### config.mk
export PLATFORM = sky130hd
export DESIGN_NAME = warning_on_off_delay_qualifier
export DESIGN_NICKNAME = d
export VERILOG_FILES = /design/src/design/wodq_pkg.sv /design/src/design/warning_on_off_delay_qualifier.sv
export VERILOG_INCLUDE_DIRS = /design/src /design/src/design
export SDC_FILE = /design/constraint.sdc
export NUM_CORES = 1
export LEC_CHECK = 0
export ABC_AREA = 1
export ABC_CLOCK_PERIOD_IN_PS = 6500
export BUFFER_PORTS_ARGS = -buffer_cell sky130_fd_sc_hd__buf_2
export CORE_ASPECT_RATIO = 1.75
export CORE_MARGIN = 2
export CORE_UTILIZATION = 50
export CTS_BUF_LIST = sky130_fd_sc_hd__clkbuf_8
export DETAILED_ROUTE_END_ITERATION = 16
export PLACE_DENSITY_LB_ADDON = 0.08
export SYNTH_ARGS = -nofsm -noshare
export SYNTH_HDL_FRONTEND = slang
export SYNTH_SLANG_ARGS = --single-unit
### constraint.sdc
create_clock -name clk -period 6.5 [get_ports clk]
set_clock_uncertainty 0.05 [all_clocks]
set_input_delay 0.325 -clock clk [delete_from_list [all_inputs] [get_ports clk]]
set_output_delay 0.325 -clock clk [all_outputs]
set_load 0.05 [all_outputs]
### src/design/assert_macros.svh
// assertion macros for the design files, included by the qualifier top level
`ifndef ASSERT_MACROS_SVH
`define ASSERT_MACROS_SVH

// implication checked on every rising clock edge, off during reset
`define ASSERT_IMPL(label, clk, rst_n, ante, cons, msg) \
    label: assert property (@(posedge clk) disable iff (!rst_n) (ante) |-> (cons)) \
        else $error(msg);

// implication whose consequence is checked in the next cycle
`define ASSERT_NEXT(label, clk, rst_n, ante, cons, msg) \
    label: assert property (@(posedge clk) disable iff (!rst_n) (ante) |=> (cons)) \
        else $error(msg);

`endif

### src/design/wodq_pkg.sv
// types and constants of the warning on/off delay qualifier
package wodq_pkg;

    localparam int TIME_W   = 32;
    localparam int DELAY_W  = 16;
    localparam int CFG_IDX_W = 2;

    typedef logic [TIME_W-1:0]    time_t;
    typedef logic [DELAY_W-1:0]   delay_t;
    typedef logic [CFG_IDX_W-1:0] cfg_idx_t;

    // configuration register indexes
    localparam cfg_idx_t CFG_STOP_HOLD = 2'd0;
    localparam cfg_idx_t CFG_ON_DELAY  = 2'd1;
    localparam cfg_idx_t CFG_OFF_DELAY = 2'd2;

    // reset values of the configuration registers
    localparam delay_t STOP_HOLD_RST = 16'd1000;
    localparam delay_t ON_DELAY_RST  = 16'd500;
    localparam delay_t OFF_DELAY_RST = 16'd1000;

    // qualifier timers and warning flag
    typedef struct packed {
        time_t stop_time;
        logic  stop_valid;
        time_t risk_time;
        logic  risk_valid;
        time_t clear_time;
        logic  clear_valid;
        time_t prev_time;
        logic  prev_valid;
        logic  warn;
    } qual_state_t;

    localparam qual_state_t QUAL_STATE_RST = '0;

endpackage

### src/design/warning_on_off_delay_qualifier.sv
// top level of the warning on/off delay qualifier
//
// usage
// - input channel (in_valid/in_ready) carries one update per transfer: a 32-bit
//   millisecond timestamp with its valid bit, three gate flags and the raw risk flag
// - output channel (out_valid/out_ready) returns one warning_active per update,
//   in update order
// - config channel (cfg_valid/cfg_ready, cfg_index, cfg_data) writes stop hold,
//   on delay and off delay; cfg_ready is always high, unknown indexes are dropped;
//   write only while no update is in flight
// - order: an update lands in the input register on its transfer, is evaluated
//   against the timers while it sits there and moves into the output register
//   once that register is free or being read
// - throughput: one update per cycle while out_ready is high; the timer update is a
//   single pass of three parallel 32-bit subtract/compares between input and output registers
// - stall: while out_ready is low the result is held; one more update is taken
//   into the input register, then in_ready drops until the output drains
// - reset: timers cleared, warning off, delays back to 1000/500/1000 ms, both
//   pipeline registers empty
module warning_on_off_delay_qualifier
(
    input  logic                 clk,
    input  logic                 rst_n,
    // update channel
    input  logic                 in_valid,
    output logic                 in_ready,
    input  wodq_pkg::time_t      time_ms,
    input  logic                 time_valid,
    input  logic                 autonomous_mode,
    input  logic                 vehicle_stopped,
    input  logic                 data_fresh,
    input  logic                 risk_raw,
    // result channel
    output logic                 out_valid,
    input  logic                 out_ready,
    output logic                 warning_active,
    // configuration channel
    input  logic                 cfg_valid,
    output logic                 cfg_ready,
    input  wodq_pkg::cfg_idx_t   cfg_index,
    input  wodq_pkg::delay_t     cfg_data
);
    import wodq_pkg::*;

    `include "assert_macros.svh"

    // configuration registers
    delay_t stop_hold_reg;
    delay_t on_delay_reg;
    delay_t off_delay_reg;

    // input register stage
    logic   s1_valid_reg;
    time_t  s1_time_reg;
    logic   s1_tvalid_reg;
    logic   s1_auto_reg;
    logic   s1_stopped_reg;
    logic   s1_fresh_reg;
    logic   s1_risk_reg;

    // qualifier state and result register
    qual_state_t state_reg;
    qual_state_t state_next;
    logic        out_valid_reg;
    logic        out_valid_next;
    logic        warn_out_reg;
    logic        warn_out_next;

    logic        advance;

    // timer arithmetic
    time_t  stop_start;
    time_t  risk_start;
    time_t  clear_start;
    time_t  stop_elapsed;
    time_t  risk_elapsed;
    time_t  clear_elapsed;
    logic   time_back;
    logic   gates_ok;

    // the evaluated update moves on whenever the output slot is free or being taken
    assign advance        = s1_valid_reg && (!out_valid_reg || out_ready);
    assign in_ready       = !s1_valid_reg || advance;
    assign out_valid      = out_valid_reg;
    assign warning_active = warn_out_reg;
    assign cfg_ready      = 1'b1;
    assign out_valid_next = advance || (out_valid_reg && !out_ready);

    // config writes
    always_ff @(posedge clk or negedge rst_n)
    begin
        if (!rst_n)
        begin
            stop_hold_reg <= STOP_HOLD_RST;
            on_delay_reg  <= ON_DELAY_RST;
            off_delay_reg <= OFF_DELAY_RST;
        end
        else if (cfg_valid && cfg_ready)
        begin
            case (cfg_index)
                CFG_STOP_HOLD: stop_hold_reg <= cfg_data;
                CFG_ON_DELAY:  on_delay_reg  <= cfg_data;
                CFG_OFF_DELAY: off_delay_reg <= cfg_data;
                default:       ;
            endcase
        end
    end

    // input register: control bit reset, payload only loaded
    always_ff @(posedge clk or negedge rst_n)
    begin
        if (!rst_n)
        begin
            s1_valid_reg <= 1'b0;
        end
        else if (in_ready)
        begin
            s1_valid_reg <= in_valid;
        end
    end

    always_ff @(posedge clk)
    begin
        if (in_valid && in_ready)
        begin
            s1_time_reg    <= time_ms;
            s1_tvalid_reg  <= time_valid;
            s1_auto_reg    <= autonomous_mode;
            s1_stopped_reg <= vehicle_stopped;
            s1_fresh_reg   <= data_fresh;
            s1_risk_reg    <= risk_raw;
        end
    end

    // a timer that is not running starts at the current timestamp
    assign stop_start    = state_reg.stop_valid  ? state_reg.stop_time  : s1_time_reg;
    assign risk_start    = state_reg.risk_valid  ? state_reg.risk_time  : s1_time_reg;
    assign clear_start   = state_reg.clear_valid ? state_reg.clear_time : s1_time_reg;
    assign stop_elapsed  = s1_time_reg - stop_start;
    assign risk_elapsed  = s1_time_reg - risk_start;
    assign clear_elapsed = s1_time_reg - clear_start;
    assign time_back     = state_reg.prev_valid && (s1_time_reg < state_reg.prev_time);
    assign gates_ok      = s1_auto_reg && s1_stopped_reg && s1_fresh_reg;

    // qualifier update for the update in the input register
    always_comb
    begin
        state_next    = state_reg;
        warn_out_next = warn_out_reg;
        if (advance)
        begin
            if (!s1_tvalid_reg || time_back || !gates_ok)
            begin
                // bad time, time going backwards or a gate down: drop everything
                state_next    = QUAL_STATE_RST;
                warn_out_next = 1'b0;
            end
            else
            begin
                state_next.prev_time  = s1_time_reg;
                state_next.prev_valid = 1'b1;
                state_next.stop_time  = stop_start;
                state_next.stop_valid = 1'b1;
                if (stop_elapsed < {{(TIME_W-DELAY_W){1'b0}}, stop_hold_reg})
                begin
                    // still in the stop hold: risk and clear timers dropped, warning frozen
                    state_next.risk_valid  = 1'b0;
                    state_next.clear_valid = 1'b0;
                end
                else if (s1_risk_reg)
                begin
                    state_next.clear_valid = 1'b0;
                    state_next.risk_time   = risk_start;
                    state_next.risk_valid  = 1'b1;
                    if (risk_elapsed >= {{(TIME_W-DELAY_W){1'b0}}, on_delay_reg})
                    begin
                        state_next.warn = 1'b1;
                    end
                end
                else
                begin
                    state_next.risk_valid = 1'b0;
                    if (state_reg.warn)
                    begin
                        state_next.clear_time  = clear_start;
                        state_next.clear_valid = 1'b1;
                        if (clear_elapsed >= {{(TIME_W-DELAY_W){1'b0}}, off_delay_reg})
                        begin
                            state_next.warn        = 1'b0;
                            state_next.clear_valid = 1'b0;
                        end
                    end
                end
                warn_out_next = state_next.warn;
            end
        end
    end

    always_ff @(posedge clk or negedge rst_n)
    begin
        if (!rst_n)
        begin
            state_reg     <= QUAL_STATE_RST;
            out_valid_reg <= 1'b0;
            warn_out_reg  <= 1'b0;
        end
        else
        begin
            state_reg     <= state_next;
            out_valid_reg <= out_valid_next;
            warn_out_reg  <= warn_out_next;
        end
    end

    // an active warning needs a running stop timer and a known previous time
    `ASSERT_IMPL(a_warn_needs_stop, clk, rst_n, state_reg.warn,
        state_reg.stop_valid && state_reg.prev_valid, "warning on without stop timer")
    // the clear timer only runs while the warning is on
    `ASSERT_IMPL(a_clear_needs_warn, clk, rst_n, state_reg.clear_valid, state_reg.warn,
        "clear timer running with warning off")
    // risk and clear timers never run together
    `ASSERT_IMPL(a_timers_exclusive, clk, rst_n, state_reg.risk_valid,
        !state_reg.clear_valid, "risk and clear timers both running")
    // with the output slot free, an evaluated update always moves on
    `ASSERT_NEXT(a_no_bubble, clk, rst_n, s1_valid_reg && !out_valid_reg, out_valid_reg,
        "evaluated update not delivered")

endmodule
* Word-level counts from Yosys, hierarchy flattened
Cells that the tools add are included.
** Cells by class
- $add $sub $neg :: 3
- Order comparisons :: 4
- Equal/unequal tests :: 4
- Multiplexer cells :: 19
- Reductions and logical operators :: 26
** Operator list (count)
- 32-bit 2-to-1 mux :: 7
- 133-bit 2-to-1 mux :: 1
- 32-bit subtractor :: 3
- 32-bit by 16-bit greater-or-equal comparator with 1-bit output :: 2
- 33-bit 2-to-1 mux :: 1
- 32-bit by 16-bit less-than comparator with 1-bit output :: 1
- 32-bit less-than comparator :: 1
- 1-bit 2-to-1 mux :: 10
- 2-bit AND reduction :: 4
- 1-bit logical AND :: 6
- 1-bit zero test :: 5
- 1-bit logical OR :: 5
- 4-bit AND reduction :: 1
- 2-bit nonzero test :: 2
- 4-bit nonzero test :: 1
- 3-bit AND reduction :: 1
- 2-bit by 1-bit == test with 1-bit output (second input constant) :: 1
- 2-bit == test (second input constant) :: 1
- 2-bit zero test :: 1
- 2-bit by 1-bit inequality test with 1-bit output (second input constant) :: 1
- 2-bit inequality test (second input constant) :: 1
** Storage, ports and cells
- Bits in registers :: 221
- Input port bits :: 60
- Output and inout bits :: 4

* Logic depth before layout (Yosys ltp)
Gate-level depths: netlist (run 1).
- Word-level depth :: 8
- Gate-level depth with buffers :: 30
- Gate-level depth less buffers :: 28

* Worst setup path before layout (run 1)
No wires, ideal clock.
- Kind :: reg2reg
- Start :: register state_reg[100] in the netlist's numbering
- End :: register state_reg[93] in the netlist's numbering
- Setup time :: 118 ps
- Arrival :: 3704 ps
- Data required time :: 6332 ps
- Setup slack :: 2628 ps
- Stages on the path, launching flop included :: 31
- Path through :: dfrtp_1 > clkbuf_1 > clkbuf_1 > nand2_1 > o21ai_0 > ha_1 > inv_1 > fa_1 > nand3_1 > nand3_2 > nand2_1 > nand2_1 > nand2_1 > nand2_1 > xor2_1 > ha_1 > nand2_1 > nor2_1 > a211oi_1 > nand2_1 > nor2_1 > nand2_1 > nor2_1 > nand2_1 > nor2_2 > nand2_1 > nand2_1 > nor2_4 > buf_6 > nand3b_1 > nand2_1
** Between the ends
- Longest elaborated chain between the ends :: 5
** Ends and longest elaborated chain
- start, declared :: line warning_on_off_delay_qualifier.sv:62 : qual_state_t state_reg;
- start signal, assigned :: line warning_on_off_delay_qualifier.sv:209 : state_reg <= state_next;
- 32-bit 2-to-1 mux :: line warning_on_off_delay_qualifier.sv:136 : assign stop_start = state_reg.stop_valid ? state_reg.stop_time : s1_time_reg;
- 32-bit subtractor :: line warning_on_off_delay_qualifier.sv:139 : assign stop_elapsed = s1_time_reg - stop_start;
- 32-bit by 16-bit less-than comparator with 1-bit output :: line warning_on_off_delay_qualifier.sv:164 : if (stop_elapsed < {{(TIME_W-DELAY_W){1'b0}}, stop_hold_reg})
- 2-bit inequality test (no source line)
- 3-bit AND reduction (no source line)
Every way passes these cells.
A chain may end at the register's enable or synchronous reset.

* Final worst setup path (run 1)
- Start :: register state_reg[100] in the netlist's numbering
- End :: register state_reg[98] in the netlist's numbering
The elaborated chain is that of the path after synthesis.

==> metrics.txt, run 1 <==
# TYPE chip_impl_metric gauge
chip_impl_metric{name="syn-mean-instance-area",unit="sq um"} 6.787
chip_impl_metric{name="finalWeightedCongestion",unit=""} 0.9864
chip_impl_metric{name="drt-met1-wl",unit="mm"} 22.75
chip_impl_info{name="rsz0062_at_grt",value="no"} 1
chip_impl_metric{name="postSynthRegisterBits",unit=""} 219
chip_impl_metric{name="clock.fmax",unit="MHz"} 210.0
chip_impl_metric{name="ff2ff_setup_slack",unit="ps"} 1740
chip_impl_metric{name="floorplan.initialDensity",unit=""} 0.5076
chip_impl_metric{name="critPathMaxStageDelay",unit="ps"} 600
chip_impl_metric{name="synth_top_cell_area_share",unit=""} 0.2298
chip_impl_metric{name="slew_violations",unit=""} 0
chip_impl_metric{name="synth_nets",unit=""} 2869
chip_impl_metric{name="postCtsResizedCells",unit=""} 0
chip_impl_metric{name="fp.dieH",unit="um"} 254
chip_impl_metric{name="slew_at_the_pin_with_the_worst_max_slew_slack",unit="ps"} 1135
chip_impl_info{name="cell_family_contributing_the_most_delay_on_the_critical_path",value="simple AND/OR/NAND/NOR gates"} 1
chip_impl_metric{name="final_period_minus_worst_setup_slack",unit="ps"} 4761
chip_impl_info{name="synth_top_cell_by_area",value="sky130_fd_sc_hd__dfrtp_1"} 1
chip_impl_info{name="synth.top_cells.by_area",value="sky130_fd_sc_hd__dfrtp_1 (23%), sky130_fd_sc_hd__nand2_1 (17%), sky130_fd_sc_hd__ha_1 (12%)"} 1
chip_impl_metric{name="placementRows",unit=""} 91
chip_impl_info{name="cp-end-kind",value="flop"} 1
chip_impl_info{name="min-delay-path-class",value="in -> reg"} 1
chip_impl_metric{name="count_of_tritonroute_iterations_in_the_first_routing_pass",unit=""} 6
chip_impl_metric{name="dr_total_vias",unit=""} 17310
chip_impl_info{name="tritoncts_clock_tree",value="yes"} 1
chip_impl_info{name="cts_root_buf",value="sky130_fd_sc_hd__clkbuf_8"} 1
chip_impl_metric{name="detail-route-antenna-nets",unit=""} 0
chip_impl_metric{name="detail_route.wl_per_cell",unit="um"} 18.35
chip_impl_metric{name="dp_slack",unit="ps"} 1785
chip_impl_metric{name="synth-warning-count",unit=""} 0
chip_impl_metric{name="critical_path_depth",unit=""} 23
chip_impl_metric{name="fraction_of_layout_cells_with_a_size_suffix_above_1",unit=""} 0.07044
chip_impl_info{name="worstReg2RegStart",value="state_reg[100]$_DFFE_PN0P_"} 1
chip_impl_info{name="critical_path.cell_chain",value="o21ai_0 -> ha_1 -> inv_1 -> fa_1 -> nand3_1 -> nand3_2 -> nand3_1 -> nand3b_1 -> xor2_1 -> ha_1 -> a21oi_1 -> nor2_1 -> a211oi_1 -> nand2_1 -> nor2_1 -> nand2_1 -> nor2_1 -> nand2_1 -> nor2_2 -> nand3_2 -> nand3b_2 -> nand2_1 -> nand2_1"} 1
chip_impl_metric{name="r2r_cells",unit=""} 23
chip_impl_metric{name="clk-insertion-delay-late",unit="ps"} 590
chip_impl_metric{name="clk_pin_slew",unit="ps"} 70
chip_impl_info{name="worst_hold_path.endpoint",value="stop_hold_reg[2]$_DFFE_PN0P_"} 1
chip_impl_metric{name="grt_max_degree",unit=""} 71
chip_impl_metric{name="irDropWorstVdd",unit="V"} 0.0002048
chip_impl_metric{name="postSynth.asyncResetShare",unit=""} 0.8311
chip_impl_metric{name="avgViaCountPerCell",unit=""} 5.376
chip_impl_metric{name="power_density",unit="mW/mm^2"} 263.3
chip_impl_metric{name="syn-instance-count",unit=""} 2631
chip_impl_metric{name="cts_num_sinks",unit=""} 219
chip_impl_metric{name="critPathBufInv",unit=""} 1
chip_impl_metric{name="grt_pass1_vias",unit=""} 17490
chip_impl_metric{name="postRouteWirelength",unit="mm"} 59.09
chip_impl_info{name="timing.setup.critical_path_class",value="reg -> reg"} 1
chip_impl_metric{name="fp.dieArea",unit="sq mm"} 0.03730
chip_impl_metric{name="first_pass_grt_wire_length",unit="mm"} 91.18
chip_impl_metric{name="total_power",unit="mW"} 5.198
chip_impl_metric{name="cts_inserted_buffers",unit=""} 38
chip_impl_metric{name="detailed_route_wirelength_on_metal3",unit="mm"} 1.826
chip_impl_metric{name="syn_area",unit="sq mm"} 0.01786
chip_impl_metric{name="number_of_antenna_violations_at_the_first_check_in_global_routing",unit=""} 1
chip_impl_metric{name="cts_max_path_buffers",unit=""} 3
chip_impl_metric{name="synth-seq-area-share",unit=""} 0.3185
chip_impl_metric{name="total_leakage_power",unit="nW"} 10.43
chip_impl_info{name="startpoint_type",value="flop"} 1
chip_impl_metric{name="h_tree_lvl_count",unit=""} 2
chip_impl_metric{name="wl_met2",unit="mm"} 30.78
chip_impl_metric{name="slew_headroom",unit=""} 0.2403
chip_impl_metric{name="layout.area.seq",unit="sq mm"} 0.005690
chip_impl_metric{name="die_x",unit="um"} 146.9
chip_impl_metric{name="holdPathStages",unit=""} 3
chip_impl_metric{name="post_cts_hold_buffer_count",unit=""} 41
chip_impl_metric{name="final-hold-violation-count",unit=""} 0
chip_impl_metric{name="arrival_worst_endpoint",unit="ps"} 5220
chip_impl_metric{name="post_synth_edffs",unit=""} 37
chip_impl_metric{name="grt_usage",unit=""} 0.3168
chip_impl_info{name="crit_path_frequent_cell",value="sky130_fd_sc_hd__nand2_1"} 1
chip_impl_metric{name="design.final.nets",unit=""} 2962
chip_impl_metric{name="grt.overflow.total",unit=""} 0
chip_impl_info{name="dr.max_layer_used",value="met4"} 1
chip_impl_metric{name="yosysUniqueCellTypes",unit=""} 42
chip_impl_metric{name="n_fill_cell",unit=""} 3510
chip_impl_metric{name="largest_register_ff_count",unit=""} 132
chip_impl_metric{name="post-dp-hpwl",unit="mm"} 46.98
chip_impl_metric{name="final_worst_path_cycle_share",unit=""} 0.7325
chip_impl_metric{name="final.setup.tns",unit="ps"} 0
chip_impl_info{name="status",value="complete, no violations"} 1
chip_impl_info{name="postSynth.topFlopCell",value="sky130_fd_sc_hd__dfrtp_1"} 1
chip_impl_info{name="yosys-top-cells-count",value="sky130_fd_sc_hd__nand2_1 (817), sky130_fd_sc_hd__inv_1 (423), sky130_fd_sc_hd__nor2_1 (202), sky130_fd_sc_hd__ha_1 (175), sky130_fd_sc_hd__o21ai_0 (173)"} 1
chip_impl_metric{name="cts_setup_buffers",unit=""} 0
chip_impl_metric{name="area_growth_syn_to_layout",unit="%"} 10.55
chip_impl_metric{name="max_cap_viol_count",unit=""} 0
chip_impl_info{name="hold_start",value="cfg_data[2]"} 1
chip_impl_info{name="yosys.cell_count.top_type",value="sky130_fd_sc_hd__nand2_1"} 1
chip_impl_metric{name="drc",unit=""} 0
chip_impl_metric{name="setup_ws_final",unit="ps"} 1739
chip_impl_info{name="crit_path_top_delay_cell",value="sky130_fd_sc_hd__dfrtp_2"} 1
chip_impl_metric{name="data_required_time_of_the_critical_path",unit="ps"} 6960
chip_impl_metric{name="report.final.setup_viol",unit=""} 0
chip_impl_metric{name="critical_path_peak_fanout",unit=""} 33
chip_impl_metric{name="top_ports",unit=""} 64
chip_impl_info{name="reg2reg_to",value="state_reg[98]$_DFFE_PN0P_"} 1
chip_impl_metric{name="whs",unit="ps"} 44.07
chip_impl_metric{name="drt-initial-drc-count",unit=""} 818
chip_impl_metric{name="coreArea",unit="sq mm"} 0.03518
chip_impl_metric{name="count_of_buffers_inserted_at_the_top_level_ports",unit=""} 62
chip_impl_metric{name="multi_input_area",unit="sq mm"} 0.01025
[power by group]
part | switching, mW | internal (mW) | leakage, nW
registers | 0.0982 | 1.51 | 2.77
logic | 1.46 | 0.749 | 7.21
clock network | 0.643 | 0.729 | 0.447
[worst min-delay path: cells and delay by family]
| family | cells | cell delay, ps |
|---|---|---|
| buffers and inverters | 2 | 160 |
| AO/OA/AOI/OAI | 1 | 160 |
[cell type report]
class | instances | share of cell area
multi-input combinational | 1922 | 0.5192
sequential | 219 | 0.2883
clock buffer | 39 | 0.02719
clock inverter | 31 | 0.01287
timing repair buffer | 115 | 0.04151
tap | 465 | 0.02947
inverter | 428 | 0.08138
antenna | 1 | 0.0001268
[stage by stage]
step           utilization  area [sq um]  std cells
6_report            0.5611         19740       3220
3_3_place_gp        0.5269         18540       3108
5_1_grt             0.5611         19740       3220
4_1_cts             0.5610         19740       3219
3_5_place_dp        0.5269         18540       3108
2_1_floorplan            -         17860       2631
[how the worst max path moves through the flow]
stage                                          start                        end  slack (ps)
after CTS                 state_reg[100]$_DFFE_PN0P_  state_reg[92]$_DFFE_PN0P_        1750
after floorplan           state_reg[100]$_DFFE_PN0P_  state_reg[93]$_DFFE_PN0P_        2630
after global routing      state_reg[100]$_DFFE_PN0P_  state_reg[97]$_DFFE_PN0P_        1340
after detailed placement  state_reg[100]$_DFFE_PN0P_  state_reg[92]$_DFFE_PN0P_        1780
after global placement    state_reg[100]$_DFFE_PN0P_  state_reg[99]$_DFFE_PN0P_        1880
final                     state_reg[100]$_DFFE_PN0P_  state_reg[98]$_DFFE_PN0P_        1740
[routing by layer]
layer | vias up | GRT usage
li1 | 8622 | -
met1 | 8149 | 0.3386
met2 | 377 | 0.6025
met3 | 164 | 0.02765
met4 | 0 | 0.1845
met5 | - | 0
[cell usage in the layout (no fill, tap or decap), types with 6 or more instances in the layout]
| master | instances |
|---|---|
| sky130_fd_sc_hd__dfstp_2 | 18 |
| sky130_fd_sc_hd__o21ai_0 | 173 |
| sky130_fd_sc_hd__dlygate4sd3_1 | 41 |
| sky130_fd_sc_hd__inv_1 | 433 |
| sky130_fd_sc_hd__a211oi_1 | 7 |
| sky130_fd_sc_hd__a21oi_1 | 146 |
| sky130_fd_sc_hd__clkinv_2 | 8 |
| sky130_fd_sc_hd__clkbuf_8 | 40 |
| sky130_fd_sc_hd__clkinv_1 | 6 |
| sky130_fd_sc_hd__buf_4 | 12 |
| sky130_fd_sc_hd__nand3b_1 | 40 |
| sky130_fd_sc_hd__o21bai_1 | 9 |
| sky130_fd_sc_hd__buf_2 | 61 |
| sky130_fd_sc_hd__nand3_1 | 107 |
| sky130_fd_sc_hd__xor2_1 | 42 |
| sky130_fd_sc_hd__o21ai_1 | 32 |
| sky130_fd_sc_hd__edfxtp_1 | 37 |
| sky130_fd_sc_hd__ha_1 | 175 |
| sky130_fd_sc_hd__o22ai_1 | 62 |
| sky130_fd_sc_hd__dfrtp_1 | 162 |
| sky130_fd_sc_hd__nand2_1 | 816 |
| sky130_fd_sc_hd__nor3_1 | 22 |
| sky130_fd_sc_hd__and2_1 | 7 |
| sky130_fd_sc_hd__nor2_1 | 202 |
| sky130_fd_sc_hd__nand4_1 | 16 |
| sky130_fd_sc_hd__or2_2 | 30 |
[logic make-up (layout without fill, tap and decap cells)]
kind of cell | Yosys count | in the layout | synth area share
compound gates | 439 | 439 | 0.1310
xor+xnor | 47 | 47 | 0.02305
fa+ha+maj | 178 | 178 | 0.1260
buf+inv | 490 | 613 | 0.1076
flops | 219 | 219 | 0.3185
other cells | 1 | 2 | 0.0002100
simple gates | 1257 | 1257 | 0.2937
(Power assumes the default switching activity.)
==> run 2: changes to the inputs <==
- ABC_CLOCK_PERIOD_IN_PS: 6500 -> 4100
- clock period: 6.5 -> 4.1 ns (I/O delays scaled with it)
==> run 2 against run 1 <==
Effect of this change: clock power increased by 67%; sequential cell count did not move; sequential share of layout area is 2.3 points lower; first-iteration DRC count up 13%; sequential power grew 57%; critical path depth up 4; global-route usage up 0.50 points; core utilization up 4.8 points; critical path type unchanged; largest cell class unchanged; largest power group unchanged.
==> metrics.txt, run 2 (synthesis results as in run 1) <==
# TYPE chip_impl_metric gauge
chip_impl_info{name="worst_hold_path.endpoint",value="stop_hold_reg[12]$_DFFE_PN0P_"} 1
chip_impl_metric{name="fraction_of_layout_cells_with_a_size_suffix_above_1",unit=""} 0.1305
chip_impl_metric{name="placed_area",unit="sq mm"} 0.01945
chip_impl_metric{name="irDropWorstVdd",unit="V"} 0.0002803
chip_impl_metric{name="h_tree_lvl_count",unit=""} 2
chip_impl_info{name="tritoncts_clock_tree",value="yes"} 1
chip_impl_metric{name="final-hold-violation-count",unit=""} 0
chip_impl_metric{name="final_period_minus_worst_setup_slack",unit="ps"} 4036
chip_impl_metric{name="postRouteWirelength",unit="mm"} 61.88
chip_impl_metric{name="first_pass_grt_wire_length",unit="mm"} 92.61
chip_impl_metric{name="multi_input_area",unit="sq mm"} 0.01053
chip_impl_metric{name="slew_violations",unit=""} 0
chip_impl_info{name="timing.setup.critical_path_class",value="reg -> reg"} 1
chip_impl_metric{name="grt_pass1_vias",unit=""} 18000
chip_impl_metric{name="drt-initial-drc-count",unit=""} 925
chip_impl_metric{name="clock.fmax",unit="MHz"} 247.8
chip_impl_metric{name="largest_register_ff_count",unit=""} 132
chip_impl_metric{name="count_of_buffers_inserted_at_the_top_level_ports",unit=""} 62
chip_impl_metric{name="number_of_antenna_violations_at_the_first_check_in_global_routing",unit=""} 3
chip_impl_info{name="rsz0062_at_grt",value="yes"} 1
chip_impl_metric{name="coreArea",unit="sq mm"} 0.03518
chip_impl_info{name="cts_root_buf",value="sky130_fd_sc_hd__clkbuf_8"} 1
chip_impl_metric{name="critical_path_peak_fanout",unit=""} 8
chip_impl_metric{name="top_ports",unit=""} 64
chip_impl_metric{name="clk-insertion-delay-late",unit="ps"} 590
chip_impl_metric{name="count_of_tritonroute_iterations_in_the_first_routing_pass",unit=""} 5
chip_impl_metric{name="n_fill_cell",unit=""} 3353
chip_impl_info{name="layout_common_cells",value="sky130_fd_sc_hd__nand2_1 (800), sky130_fd_sc_hd__inv_1 (427), sky130_fd_sc_hd__nor2_1 (196)"} 1
chip_impl_info{name="reg2reg_to",value="state_reg[92]$_DFFE_PN0P_"} 1
chip_impl_info{name="status",value="complete, no violations"} 1
chip_impl_metric{name="finalWeightedCongestion",unit=""} 1.031
chip_impl_metric{name="avgViaCountPerCell",unit=""} 5.323
chip_impl_metric{name="fin_area",unit="sq mm"} 0.02144
chip_impl_metric{name="ff2ff_setup_slack",unit="ps"} 60
chip_impl_metric{name="final_worst_path_cycle_share",unit=""} 0.9843
chip_impl_metric{name="area_growth_syn_to_layout",unit="%"} 20.04
chip_impl_info{name="final_common_cell",value="sky130_fd_sc_hd__nand2_1"} 1
chip_impl_metric{name="clk_pin_slew",unit="ps"} 70
chip_impl_metric{name="holdPathStages",unit=""} 3
chip_impl_info{name="hold_start",value="cfg_data[12]"} 1
chip_impl_metric{name="final.setup.tns",unit="ps"} 0
chip_impl_metric{name="numPlacedInstances",unit=""} 3216
chip_impl_metric{name="max_cap_viol_count",unit=""} 0
chip_impl_metric{name="fp.dieArea",unit="sq mm"} 0.03730
chip_impl_metric{name="cts_inserted_buffers",unit=""} 36
chip_impl_info{name="worstReg2RegStart",value="state_reg[100]$_DFFE_PN0P_"} 1
chip_impl_metric{name="fp.dieH",unit="um"} 254
chip_impl_metric{name="slew_at_the_pin_with_the_worst_max_slew_slack",unit="ps"} 1045
chip_impl_metric{name="grt.overflow.total",unit=""} 0
chip_impl_metric{name="detail_route.wl_per_cell",unit="um"} 18.45
chip_impl_metric{name="r2r_cells",unit=""} 27
chip_impl_metric{name="data_required_time_of_the_critical_path",unit="ps"} 4540
chip_impl_metric{name="drc",unit=""} 0
chip_impl_metric{name="arrival_worst_endpoint",unit="ps"} 4470
chip_impl_metric{name="cts_num_sinks",unit=""} 219
chip_impl_info{name="cp-end-kind",value="flop"} 1
chip_impl_metric{name="placementRows",unit=""} 91
chip_impl_metric{name="report.final.setup_viol",unit=""} 0
chip_impl_metric{name="slew_headroom",unit=""} 0.3017
chip_impl_metric{name="dr_total_vias",unit=""} 17860
chip_impl_metric{name="detail-route-antenna-nets",unit=""} 0
chip_impl_metric{name="floorplan.initialDensity",unit=""} 0.5076
chip_impl_metric{name="grt_max_degree",unit=""} 81
chip_impl_metric{name="whs",unit="ps"} 24.60
chip_impl_metric{name="cts_max_path_buffers",unit=""} 3
chip_impl_info{name="min-delay-path-class",value="in -> reg"} 1
chip_impl_metric{name="post_layout_nonfiller_instances",unit=""} 3355
chip_impl_metric{name="power_density",unit="mW/mm^2"} 414.0
chip_impl_metric{name="total_leakage_power",unit="nW"} 11.25
chip_impl_metric{name="design.final.nets",unit=""} 3099
chip_impl_metric{name="grt_usage",unit=""} 0.3218
chip_impl_info{name="startpoint_type",value="flop"} 1
chip_impl_metric{name="layout.area.seq",unit="sq mm"} 0.005694
chip_impl_metric{name="die_x",unit="um"} 146.9
chip_impl_metric{name="post-dp-hpwl",unit="mm"} 48.18
[run 2: report_power, final]
part | internal (mW) | switching, mW
combinational | 1.54 | 2.50
clock | 1.29 | 0.998
sequential | 2.40 | 0.132
[run 2: layout make-up]
cell class,count,share of cell area
Tap cell,465,0.02714
Sequential cell,219,0.2656
Antenna cell,2,0.0002335
Clock inverter,21,0.01045
Timing Repair Buffer,254,0.1022
Multi-Input combinational cell,1922,0.4911
Clock buffer,44,0.02825
Inverter,428,0.07495
[run 2: per-stage QoR]
stage	setup WS, ps	utilization	power (mW)
2_1_floorplan	227.9	-	5.008
3_3_place_gp	29.53	0.5528	6.243
3_5_place_dp	-56.07	0.5528	6.313
4_1_cts	6.708	0.5938	8.689
5_1_grt	-204.6	0.6093	9.445
6_report	64.39	0.6093	8.874
[run 2: worst max path at each step]
| stage | startpoint | endpoint | slack (ps) | cells after the start |
|---|---|---|---|---|
| detailed placement | state_reg[100]$_DFFE_PN0P_ | state_reg[97]$_DFFE_PN0P_ | -60 | 27 |
| finish | state_reg[100]$_DFFE_PN0P_ | state_reg[92]$_DFFE_PN0P_ | 60 | 27 |
| global placement | state_reg[100]$_DFFE_PN0P_ | state_reg[97]$_DFFE_PN0P_ | 30 | 27 |
| CTS | state_reg[100]$_DFFE_PN0P_ | state_reg[84]$_DFFE_PN0P_ | 7 | 27 |
| floorplan | state_reg[100]$_DFFE_PN0P_ | state_reg[93]$_DFFE_PN0P_ | 230 | 30 |
| global route | state_reg[100]$_DFFE_PN0P_ | state_reg[97]$_DFFE_PN0P_ | -200 | 27 |
[run 2: repair_timing]
action,CTS,global route
endpoints found under the hold margin,144,0
resized for setup,9,77
hold buffers,55,0
pin swaps,0,15
setup endpoints to repair,66,67
gates cloned,1,11
buffers inserted,0,5
[run 2: routing by layer]
layer  global-route usage  up-vias  share of wire
li1                     -     8892              -
met1               0.3369     8313           0.37
met3              0.02980      199          0.033
met5                    0        -              0
met2               0.6208      454           0.53
met4               0.1839        0          0.067
[run 2: worst max-delay path, cell delays in order, from the launching register on]
cell and delay, ps:
sky130_fd_sc_hd__dfrtp_2 480, sky130_fd_sc_hd__buf_12 170, sky130_fd_sc_hd__buf_12 130, sky130_fd_sc_hd__o21ai_1 260, sky130_fd_sc_hd__ha_4 280, sky130_fd_sc_hd__nand2_2 120
sky130_fd_sc_hd__inv_1 50, sky130_fd_sc_hd__nand2_1 60, sky130_fd_sc_hd__nand2_1 60, sky130_fd_sc_hd__a21oi_1 130, sky130_fd_sc_hd__nand2_1 100, sky130_fd_sc_hd__xor2_1 150
sky130_fd_sc_hd__ha_1 320, sky130_fd_sc_hd__nand2_1 80, sky130_fd_sc_hd__nor2_1 50, sky130_fd_sc_hd__a211oi_2 150, sky130_fd_sc_hd__nand2_1 70, sky130_fd_sc_hd__nor2_1 90
sky130_fd_sc_hd__nand2_1 60, sky130_fd_sc_hd__nor2_1 80, sky130_fd_sc_hd__nand2_1 90, sky130_fd_sc_hd__nor2_4 130, sky130_fd_sc_hd__buf_4 140, sky130_fd_sc_hd__nand3_4 80
sky130_fd_sc_hd__nand3b_4 240, sky130_fd_sc_hd__clkbuf_16 200, sky130_fd_sc_hd__nand2_1 50, sky130_fd_sc_hd__nand2_1 60
